### src/rtl/lsmc_pkg.sv
// ----------------------------------------------------------------------------
// lsmc_pkg
// Shared types and constants for the line sensor min/max calibrator.
// ----------------------------------------------------------------------------
`default_nettype none

package lsmc_pkg;

	// Command codes carried by every input item.
	typedef enum logic [2:0] {
		CMD_SAMPLE     = 3'd0,
		CMD_TICK_MS    = 3'd1,
		CMD_START      = 3'd2,
		CMD_STOP       = 3'd3,
		CMD_LOAD_ENTRY = 3'd4,
		CMD_READ_ENTRY = 3'd5,
		CMD_STATUS     = 3'd6,
		CMD_TAKE_DONE  = 3'd7
	} cmd_t;

	localparam logic [11:0] SAMPLE_TOP        = 12'd4095;
	localparam logic [15:0] ENTRY_MIN_DEFAULT = 16'd0;
	localparam logic [15:0] ENTRY_MAX_DEFAULT = 16'd4095;
	localparam logic [15:0] CAPTURE_MIN_INIT  = 16'hFFFF;
	localparam logic [15:0] CAPTURE_MAX_INIT  = 16'h0000;
	localparam logic [15:0] FALLBACK_DURATION = 16'd3000;
	localparam logic [15:0] ELAPSED_MAX       = 16'hFFFF;

	// Input item as seen on the port.
	typedef struct packed {
		logic [2:0]         cmd;
		logic [2:0]         channel;
		logic signed [15:0] raw_sample;
		logic               end_of_scan;
		logic [15:0]        start_duration_ms;
		logic               retain_extremes;
		logic [15:0]        load_min;
		logic [15:0]        load_max;
	} in_item_t;

	// Result item as seen on the port.
	typedef struct packed {
		logic [11:0] sample_out;
		logic [15:0] entry_min;
		logic [15:0] entry_max;
		logic        active;
		logic        done_flag;
		logic [15:0] duration_out;
		logic [15:0] time_left_ms;
		logic        finished_now;
	} out_item_t;

	// Classified operation handed from the front end to the back end.
	typedef struct packed {
		cmd_t        cmd;
		logic [2:0]  channel;
		logic        in_range;
		logic [11:0] smp;
		logic        end_of_scan;
		logic [15:0] start_duration_ms;
		logic        retain_extremes;
		logic [15:0] load_min;
		logic [15:0] load_max;
	} op_t;

endpackage

`default_nettype wire

### src/rtl/lsmc_front.sv
// ----------------------------------------------------------------------------
// lsmc_front
// Decodes the command, clamps the raw sample and checks the channel range.
// ----------------------------------------------------------------------------
`default_nettype none

module lsmc_front
	import lsmc_pkg::*;
#(
	parameter int CHANNELS = 8
) (
	input  wire in_item_t item,
	output op_t           op
);

	logic [11:0] smp;

	// Clamp the signed reading to 0..4095.
	always_comb begin
		if (item.raw_sample[15]) begin
			smp = 12'd0;
		end else if (item.raw_sample[14:12] != 3'd0) begin
			smp = SAMPLE_TOP;
		end else begin
			smp = item.raw_sample[11:0];
		end
	end

	// Build the classified operation.
	always_comb begin
		op.cmd               = cmd_t'(item.cmd);
		op.channel           = item.channel;
		op.in_range          = (32'(item.channel) < CHANNELS);
		op.smp               = smp;
		op.end_of_scan       = item.end_of_scan;
		op.start_duration_ms = item.start_duration_ms;
		op.retain_extremes   = item.retain_extremes;
		op.load_min          = item.load_min;
		op.load_max          = item.load_max;
	end

endmodule

`default_nettype wire

### src/rtl/lsmc_queue.sv
// ----------------------------------------------------------------------------
// lsmc_queue
// Two-entry queue of classified operations between front and back end.
// ----------------------------------------------------------------------------
`default_nettype none

module lsmc_queue
	import lsmc_pkg::*;
(
	input  wire       clk,
	input  wire       arst_n,
	input  wire       push_valid,
	output logic      push_stall,
	input  wire op_t  push_data,
	output logic      pop_valid,
	input  wire       pop_stall,
	output op_t       pop_data
);

	op_t         entry_q [2];
	logic        wr_ptr_q;
	logic        rd_ptr_q;
	logic [1:0]  count_q;
	logic        push;
	logic        pop;

	assign push_stall = (count_q == 2'd2);
	assign pop_valid  = (count_q != 2'd0);
	assign pop_data   = entry_q[rd_ptr_q];
	assign push       = push_valid && !push_stall;
	assign pop        = pop_valid && !pop_stall;

	// Pointers and fill count.
	always_ff @(posedge clk or negedge arst_n) begin
		if (!arst_n) begin
			wr_ptr_q <= 1'b0;
			rd_ptr_q <= 1'b0;
			count_q  <= 2'd0;
		end else begin
			if (push) begin
				wr_ptr_q <= !wr_ptr_q;
			end
			if (pop) begin
				rd_ptr_q <= !rd_ptr_q;
			end
			if (push && !pop) begin
				count_q <= count_q + 2'd1;
			end else if (pop && !push) begin
				count_q <= count_q - 2'd1;
			end
		end
	end

	// Entry storage.
	always_ff @(posedge clk) begin
		if (push) begin
			entry_q[wr_ptr_q] <= push_data;
		end
	end

endmodule

`default_nettype wire

### src/rtl/lsmc_back.sv
// ----------------------------------------------------------------------------
// lsmc_back
// Executes one operation per cycle, while the result is not stalled, on the
// calibration state and registers the result item.
// ----------------------------------------------------------------------------
`default_nettype none

module lsmc_back
	import lsmc_pkg::*;
#(
	parameter int CHANNELS = 8
) (
	input  wire              clk,
	input  wire              arst_n,
	input  wire              cfg_we,
	input  wire [15:0]       cfg_wdata,
	input  wire              op_valid,
	output logic             op_stall,
	input  wire op_t         op,
	output logic             result_valid,
	input  wire              result_stall,
	output out_item_t        result
);

	logic [15:0] min_q [CHANNELS];
	logic [15:0] max_q [CHANNELS];
	logic [15:0] min_n [CHANNELS];
	logic [15:0] max_n [CHANNELS];
	logic        cal_q;
	logic        cal_n;
	logic        done_q;
	logic        done_n;
	logic [15:0] elapsed_q;
	logic [15:0] elapsed_n;
	logic [15:0] dur_q;
	logic [15:0] dur_n;
	logic        result_valid_q;
	out_item_t   result_q;
	out_item_t   result_n;
	logic        take;

	assign op_stall     = result_valid_q && result_stall;
	assign take         = op_valid && !op_stall;
	assign result_valid = result_valid_q;
	assign result       = result_q;

	// Next state and result for the operation at the head of the queue.
	always_comb begin
		logic        fix_all;
		logic        done_report;
		logic [15:0] sdur;
		logic [15:0] smp16;
		logic        hit;

		fix_all   = 1'b0;
		hit       = 1'b0;
		sdur      = op.start_duration_ms;
		smp16     = {4'd0, op.smp};
		cal_n     = cal_q;
		done_n    = done_q;
		elapsed_n = elapsed_q;
		dur_n     = dur_q;
		for (int i = 0; i < CHANNELS; i++) begin
			min_n[i] = min_q[i];
			max_n[i] = max_q[i];
		end

		case (op.cmd)
			CMD_SAMPLE: begin
				if (cal_q) begin
					for (int i = 0; i < CHANNELS; i++) begin
						hit = op.in_range && (32'(op.channel) == i);
						if (hit && smp16 < min_q[i]) begin
							min_n[i] = smp16;
						end
						if (hit && smp16 > max_q[i]) begin
							max_n[i] = smp16;
						end
					end
					if (op.end_of_scan && elapsed_q >= dur_q) begin
						fix_all = 1'b1;
						cal_n   = 1'b0;
						done_n  = 1'b1;
					end
				end
			end
			CMD_TICK_MS: begin
				if (cal_q && elapsed_q != ELAPSED_MAX) begin
					elapsed_n = elapsed_q + 16'd1;
				end
			end
			CMD_START: begin
				if (sdur == 16'd0) begin
					sdur = (dur_q != 16'd0) ? dur_q : FALLBACK_DURATION;
				end
				for (int i = 0; i < CHANNELS; i++) begin
					min_n[i] = CAPTURE_MIN_INIT;
					max_n[i] = CAPTURE_MAX_INIT;
				end
				cal_n     = 1'b1;
				done_n    = 1'b0;
				elapsed_n = 16'd0;
				dur_n     = sdur;
			end
			CMD_STOP: begin
				if (op.retain_extremes) begin
					fix_all = 1'b1;
					done_n  = 1'b1;
				end else begin
					for (int i = 0; i < CHANNELS; i++) begin
						min_n[i] = ENTRY_MIN_DEFAULT;
						max_n[i] = ENTRY_MAX_DEFAULT;
					end
				end
				cal_n = 1'b0;
			end
			CMD_LOAD_ENTRY: begin
				for (int i = 0; i < CHANNELS; i++) begin
					hit = op.in_range && (32'(op.channel) == i);
					if (hit) begin
						if (op.load_max <= op.load_min) begin
							min_n[i] = ENTRY_MIN_DEFAULT;
							max_n[i] = ENTRY_MAX_DEFAULT;
						end else begin
							min_n[i] = op.load_min;
							max_n[i] = op.load_max;
						end
					end
				end
			end
			default: begin
			end
		endcase

		// Sanitize every entry whose max does not exceed its min.
		if (fix_all) begin
			for (int i = 0; i < CHANNELS; i++) begin
				if (max_n[i] <= min_n[i]) begin
					min_n[i] = ENTRY_MIN_DEFAULT;
					max_n[i] = ENTRY_MAX_DEFAULT;
				end
			end
		end

		done_report = done_n;
		if (op.cmd == CMD_TAKE_DONE) begin
			done_n = 1'b0;
		end

		// Assemble the result from the updated state.
		result_n.sample_out = (op.cmd == CMD_SAMPLE) ? op.smp : 12'd0;
		result_n.entry_min  = 16'd0;
		result_n.entry_max  = 16'd0;
		for (int i = 0; i < CHANNELS; i++) begin
			hit = op.in_range && (32'(op.channel) == i);
			if (hit) begin
				result_n.entry_min = min_n[i];
				result_n.entry_max = max_n[i];
			end
		end
		result_n.active       = cal_n;
		result_n.done_flag    = done_report;
		result_n.duration_out = dur_n;
		result_n.time_left_ms = (cal_n && elapsed_n < dur_n) ? (dur_n - elapsed_n) : 16'd0;
		result_n.finished_now = cal_q && !cal_n;
	end

	// Calibration state.
	always_ff @(posedge clk or negedge arst_n) begin
		if (!arst_n) begin
			for (int i = 0; i < CHANNELS; i++) begin
				min_q[i] <= ENTRY_MIN_DEFAULT;
				max_q[i] <= ENTRY_MAX_DEFAULT;
			end
			cal_q     <= 1'b0;
			done_q    <= 1'b0;
			elapsed_q <= 16'd0;
			dur_q     <= FALLBACK_DURATION;
		end else if (take) begin
			for (int i = 0; i < CHANNELS; i++) begin
				min_q[i] <= min_n[i];
				max_q[i] <= max_n[i];
			end
			cal_q     <= cal_n;
			done_q    <= done_n;
			elapsed_q <= elapsed_n;
			dur_q     <= dur_n;
		end else if (cfg_we) begin
			dur_q <= cfg_wdata;
		end
	end

	// Output register valid flag.
	always_ff @(posedge clk or negedge arst_n) begin
		if (!arst_n) begin
			result_valid_q <= 1'b0;
		end else if (take) begin
			result_valid_q <= 1'b1;
		end else if (!result_stall) begin
			result_valid_q <= 1'b0;
		end
	end

	// Output register payload.
	always_ff @(posedge clk) begin
		if (take) begin
			result_q <= result_n;
		end
	end

endmodule

`default_nettype wire

### src/rtl/line_sensor_minmax_calibrator_top.sv
// Path: an item transfers into the queue, then executes from the queue head
// into the output register, where its result is valid.
// Throughput: one item per cycle while no result stalls, set by the execute
// stage of the back end; a stalled result holds it and fills the queue.
// Reset: arst_n clears the queue and the output valid flag, loads entries with
// min 0 / max 4095, stops calibration and sets the duration to 3000 ms.
// ----------------------------------------------------------------------------
// line_sensor_minmax_calibrator_top
// Per-channel min/max calibrator: front end classifies items, a two-entry
// queue decouples it from the back end that updates the calibration state.
// ----------------------------------------------------------------------------
`default_nettype none

module line_sensor_minmax_calibrator_top
	import lsmc_pkg::*;
#(
	parameter int CHANNELS = 8
) (
	input  wire             clk,
	input  wire             arst_n,
	input  wire             cfg_we,
	input  wire [15:0]      cfg_wdata,
	input  wire             item_valid,
	output logic            item_stall,
	input  wire in_item_t   item,
	output logic            result_valid,
	input  wire             result_stall,
	output out_item_t       result
);

	op_t  front_op;
	op_t  queue_op;
	logic queue_valid;
	logic queue_stall;

	// Classify the incoming item.
	lsmc_front #(
		.CHANNELS(CHANNELS)
	) u_front (
		.item(item),
		.op  (front_op)
	);

	// Queue between front and back end.
	lsmc_queue u_queue (
		.clk       (clk),
		.arst_n    (arst_n),
		.push_valid(item_valid),
		.push_stall(item_stall),
		.push_data (front_op),
		.pop_valid (queue_valid),
		.pop_stall (queue_stall),
		.pop_data  (queue_op)
	);

	// Execute on the calibration state.
	lsmc_back #(
		.CHANNELS(CHANNELS)
	) u_back (
		.clk         (clk),
		.arst_n      (arst_n),
		.cfg_we      (cfg_we),
		.cfg_wdata   (cfg_wdata),
		.op_valid    (queue_valid),
		.op_stall    (queue_stall),
		.op          (queue_op),
		.result_valid(result_valid),
		.result_stall(result_stall),
		.result      (result)
	);

endmodule

`default_nettype wire
### config.mk
export PLATFORM = sky130hd
export DESIGN_NAME = line_sensor_minmax_calibrator_top
export DESIGN_NICKNAME = d
export VERILOG_FILES = /design/src/rtl/lsmc_pkg.sv /design/src/rtl/lsmc_front.sv /design/src/rtl/lsmc_queue.sv /design/src/rtl/lsmc_back.sv /design/src/rtl/line_sensor_minmax_calibrator_top.sv
export SDC_FILE = /design/constraint.sdc
export NUM_CORES = 2
export LEC_CHECK = 0
export ABC_AREA = 1
export ABC_CLOCK_PERIOD_IN_PS = 10500
export BUFFER_PORTS_ARGS = -buffer_cell sky130_fd_sc_hd__buf_2
export CORE_ASPECT_RATIO = 1.5
export CORE_MARGIN = 10
export CORE_UTILIZATION = 45
export DETAILED_ROUTE_END_ITERATION = 10
export PLACE_DENSITY = 0.61
export SLEW_MARGIN = 20
export SYNTH_ARGS = -nofsm -noshare
export SYNTH_HDL_FRONTEND = slang
export SYNTH_SLANG_ARGS = --single-unit
### constraint.sdc
create_clock -name clk -period 10.5 [get_ports clk]
set_clock_uncertainty 0.2 [all_clocks]
set_input_delay 1.05 -clock clk [delete_from_list [all_inputs] [get_ports clk]]
set_output_delay 1.05 -clock clk [all_outputs]
set_load 0.03 [all_outputs]
# After elaboration in Yosys (flattened, before gate mapping)
# Memories as Yosys holds them, arrays and structs flattened.
# Cells that the tools add are included.
[classes]
addsub = 4
n_mux = 93
reduce_logical = 48
n_lt_le_gt_ge = 27
eq_ne = 15
[ops]
columns = ["operator", "count"]
rows = [
  ["$pmux 128 s4", 2],
  ["$mux 16", 56],
  ["$mux 128", 6],
  ["$mux 32", 8],
  ["$le 16x16->1", 9],
  ["$gt 12x16->1", 8],
  ["$lt 12x16->1", 8],
  ["$pmux 16 s2", 1],
  ["$logic_and 1x1->1", 25],
  ["$mux 12", 2],
  ["$eq 3x3->1 const B", 6],
  ["$add 16x1->16 const B", 1],
  ["$ge 16x16->1", 1],
  ["$logic_not 16->1", 1],
  ["$lt 16x16->1", 1],
  ["$ne 16x16->1 const B", 1],
  ["$reduce_bool 16->1", 1],
  ["$sub 16x16->16", 1],
  ["$mux 1", 13],
  ["$eq 3x2->1 const B", 4],
  ["$logic_and 1x1->1 const A", 8],
  ["$logic_not 1->1", 7],
  ["$eq 3x1->1 const B", 2],
  ["$logic_not 3->1", 2],
  ["9 further kinds", 13],
]
[totals]
word_cells = 220
output_inout_bits = 81
mem_bits_rw = 136
n_memories = 1
input_bits = 93
regBits = 374
[memory_table]
columns = ["memory", "depth", "word_bits", "read_ports", "rd_clocked_by_memory_dff", "write_ports", "line_no", "text"]
rows = [
  ["u_queue.entry_q", 2, 68, 1, 0, 1, "lsmc_queue.sv:20", "op_t entry_q [2];"],
]

# Longest topological paths before layout
# An unclocked memory read counts as a cell.
[depth]
ltp_word = 18
mapped_depth = 42
mapped_depth_nobuf = 38

# By module
# Synthesis repeated with hierarchy kept, for this count alone.
[unflattened]
hier_cells = 6457
hier_area_um2 = 44376.3
[modules_own_cells]
columns = ["module", "cells_each", "seq_area_each_um2", "n_inst", "area_per_inst_um2"]
rows = [
  ["lsmc_back", 5952, 9783.1, 1, 38366.8],
  ["lsmc_queue", 393, 4244.1, 1, 5262.5],
  ["lsmc_front", 112, 0.0, 1, 747.0],
]

# Worst setup path before layout
# Ideal clock, no wire load.
[synth_path]
path_kind = "reg-to-reg"
startpoint = "register u_queue.rd_ptr_q"
endpoint = "register u_back.result_q (netlist bit u_back.result[42]) (data pin)"
slack_ps = 5009
t_arrival_ps = 5027
path_buffers = 6
path_stages_with_launch = 28
required_time_ps = 10036
cell_sequence = "dfrtp_1 -> buf_6 -> buf_6 -> clkbuf_1 -> buf_2 -> o21ai_2 -> clkinv_1 -> ha_1 -> nand2_1 -> nor2_1 -> nand4_1 -> o21ai_0 -> nor4_1 -> nand2_1 -> clkbuf_1 -> o21ai_0 -> nand3_1 -> ha_1 -> nand2_1 -> nor4_1 -> nand2_1 -> o211ai_1 -> nand2_1 -> nand2_1 -> buf_2 -> nand4_1 -> nand2_1 -> nand4_1"
[synth_lines]
columns = ["element", "line_no", "text"]
rows = [
  ["start, declared", "lsmc_queue.sv:22", "logic rd_ptr_q;"],
  ["start signal, assigned", "lsmc_queue.sv:44", "rd_ptr_q <= !rd_ptr_q;"],
  ["end signal, assigned", "lsmc_back.sv:207", "result_q <= result_n;"],
  ["end, declared", "lsmc_back.sv:38", "out_item_t result_q;"],
]

==> reports/metrics.csv <==
metric,value,unit
outcome,completed,
dr_total_vias,46800,
synthMuxAreaShare,0.00600,
grt_overflow,0,
syn_nets,6574,
yosysWarnings,0,
netlist_area,0.0434,mm^2
min_period,8.77,ns
cts_max_level,2,
start_util,0.453,
grt_start_max_net_pins,220,
path_common_cell,nand2_1,
post-place-ws,2.16,ns
cts_tree,built,
synth_edf_count,215,
mostFrequentLayoutCells,"nand2_1 (1569), a21oi_1 (708), o21ai_0 (496)",
via_per_inst,6.33,
setup_tns,0,ns
num-nets-final,6528,
mostFrequentLayoutCell,nand2_1,
hold_class,primary input to async pin,
max_freq,114,MHz
cts_made_buffers,58,
slew_violations,0,
cap_violations,0,
pin_count,174,
die-area,0.109,mm^2
cts_setup_buffers,0,
worstPathMaxFanout,29,
cts.sinks,510,
yosysSeqAreaShare,0.322,
grt_pass1_wl,290000,um
worst_slack,1.73,ns
dp.final_hpwl,141000,um
hold_viol_final,0,
worst_slew_pin_slew,1.15,ns
syn_to_final_growth,8.50,%
fin_crit_sh,0.835,
syn_avg_cell_area,7.09,um^2
drt_pass1_iterations,8,
rsz0062_at_grt,no,
rows,139,
synth_fa_ha_area_frac,0.105,
cp_top_family,simple AND/OR/NAND/NOR gates,
core-area,0.0957,mm^2
die_y,400,um
synthCells,6118,
crit_type,register to register,
synth_cell_types,67,
ys_ff_latch,510,
grt_antenna_before_repair,7,
hold_buffers,0,
critPathArrivalTime,8.96,ns
timing.critical_path.from,u_queue.rd_ptr_q,
synth_ff_type,edfxtp_1,
cts_resized,0,
crit_slowest_cell,a211oi_1,
end_kind,register,
synth-simple-area-share,0.291,
die_x,273,um
place_congestion,1.03,
async_reset_ff_frac,0.578,
synth_top_family_by_area,simple AND/OR/NAND/NOR gates,
crit_required,10.69,ns
grt_pass1_vias,44000,
drt-initial-drc-count,5869,
layout-drive-gt1-share,0.0990,
drc,0,
slowest_delay,0.78,ns
rr_startpoint,u_queue.rd_ptr_q,
antenna_left,0,
path_clk_slew,0.06,ns
drt-total-wl,199000,um
worstPathBufferInverterCount,5,
cts.path.max_buffers,3,
max-slew-margin-rel,0.229,
clkLatencyLatePin,0.70,ns
port-buffer-count,173,
synth_xor_area_frac,0.00141,
synth_compound_area_frac,0.190,
grt_use_total,0.351,
worstSetupStartpointType,register,
avgRoutedWirePerCell,26.9,um
root_buffer,clkbuf_16,
setup_viol,0,
synthesized netlist by cell type (6+ instances only):
| cell type | count | area [um^2] |
|---|---|---|
| o21ai_0 | 499 | 2500 |
| mux2i_1 | 26 | 260 |
| ha_1 | 362 | 4530 |
| clkinv_1 | 10 | 37.5 |
| nand3_1 | 443 | 2220 |
| nand4_1 | 412 | 2580 |
| o22ai_1 | 20 | 125 |
| o221ai_1 | 10 | 87.6 |
| buf_2 | 113 | 566 |
| nor2_4 | 11 | 124 |
| nand2_2 | 11 | 68.8 |
| o21ai_2 | 13 | 114 |
| o21a_1 | 9 | 67.6 |
| dfstp_2 | 103 | 2710 |
| nand3b_1 | 16 | 120 |
| or2_2 | 35 | 219 |
| inv_2 | 24 | 90.1 |
| inv_1 | 486 | 1820 |
| buf_6 | 6 | 67.6 |
| a221oi_1 | 37 | 324 |
| o2111ai_1 | 7 | 61.3 |
| a22oi_1 | 7 | 52.6 |
| nor2_2 | 11 | 68.8 |
| clkbuf_1 | 203 | 762 |
| buf_1 | 57 | 214 |
| buf_4 | 9 | 67.6 |
| dfrtp_1 | 192 | 4800 |
| a32oi_1 | 7 | 61.3 |
| nor4_1 | 15 | 93.8 |
| o211ai_1 | 82 | 616 |
| a211oi_1 | 21 | 158 |
| nor3_1 | 27 | 135 |
| o21ai_1 | 46 | 230 |
| nor3b_1 | 9 | 67.6 |
| or2_1 | 9 | 56.3 |
| nand2_1 | 1570 | 5890 |
| nor2_1 | 215 | 807 |
| o21bai_1 | 8 | 60.1 |
| edfxtp_1 | 215 | 6460 |
| a21oi_1 | 708 | 3540 |
path summary, 6_finish.rpt:
check / endpoint / slack (ns) / depth (start not counted)
worst max-delay path: u_back.result[48] / 1.73 / 27
worst min-delay path: u_back.min_q[33] / 0.17 / 1
worst max register to register: u_back.result[48] / 1.73 / 27
worst min register to register: u_back.max_q[63] / 0.32 / 2
max in group asynchronous: u_back.elapsed_q[13] / 8.56 / 2
min in group clk: u_back.max_q[63] / 0.32 / 2
state kept, by name, indices dropped and copies added (netlist names):
signal,count
u_queue.entry_q,136
u_back.result_valid,1
u_queue.rd_ptr_q,1
u_back.cal_q,1
u_queue.count_q,2
u_back.done_q,1
u_back.result,79
u_back.dur_q,16
u_back.min_q,128
u_back.max_q,128
u_queue.wr_ptr_q,1
u_back.elapsed_q,16
layout make-up:
| class | count | area, um^2 |
|---|---|---|
| multi-input cells | 4699 | 25900 |
| fillers | 9587 | 48600 |
| clock buffers | 77 | 1560 |
| well taps | 1269 | 1590 |
| diodes | 2 | 5.00 |
| repair buffers | 282 | 1750 |
| clock inverters | 32 | 334 |
| inverters | 521 | 1970 |
| flip-flops and latches | 510 | 14000 |
worst reg2reg max path, cell delays in order, from the launching register on:
cell	delay (ns)
dfrtp_4	0.68
inv_2	0.30
buf_4	0.28
or2_2	0.28
o21ai_1	0.26
inv_1	0.16
ha_1	0.34
nand4_1	0.10
nor3_1	0.22
nand3_1	0.40
buf_4	0.40
nand3b_1	0.70
nand2_1	0.11
a221oi_1	0.29
nand2_1	0.14
nand2_1	0.27
ha_1	0.31
a21oi_1	0.13
nor2_1	0.05
a211oi_1	0.78
o21ai_0	0.17
nand3_1	0.29
nand3_1	0.13
nand2_1	0.08
nand2_1	0.61
buf_4	0.50
nand3_1	0.17
nand4_1	0.12
logic make-up after synthesis:
group,after synthesis
muxes,26
buffers and inverters,909
DFF,510
xor gates and xnor gates,7
AOI/OAI and AO/OA,1503
and+or+nand+nor,2800
adders and majority gates,363
per-layer routing:
metal  vias to the layer above  track usage  share of wire
li1                      21300            -              -
met1                     22100        0.394           0.35
met2                      2675        0.574           0.47
met3                       687       0.0515          0.081
met4                         8        0.306           0.10
met5                         -            0        0.00022
stage by stage:
stage | hold slack [ns] | instance area (um^2) | util | std cells
after floorplan | 0.275 | 43400 | - | 6118
final | 0.172 | 47100 | 0.492 | 7392
after detailed placement | 0.298 | 45100 | 0.472 | 7281
after global routing | 0.220 | 47100 | 0.492 | 7390
after CTS | 0.197 | 47000 | 0.492 | 7390
after global placement | 0.293 | 45100 | 0.472 | 7280
Power is not shown: default switching activity piles up to over one toggle a cycle in this logic, so the estimate is an artifact.
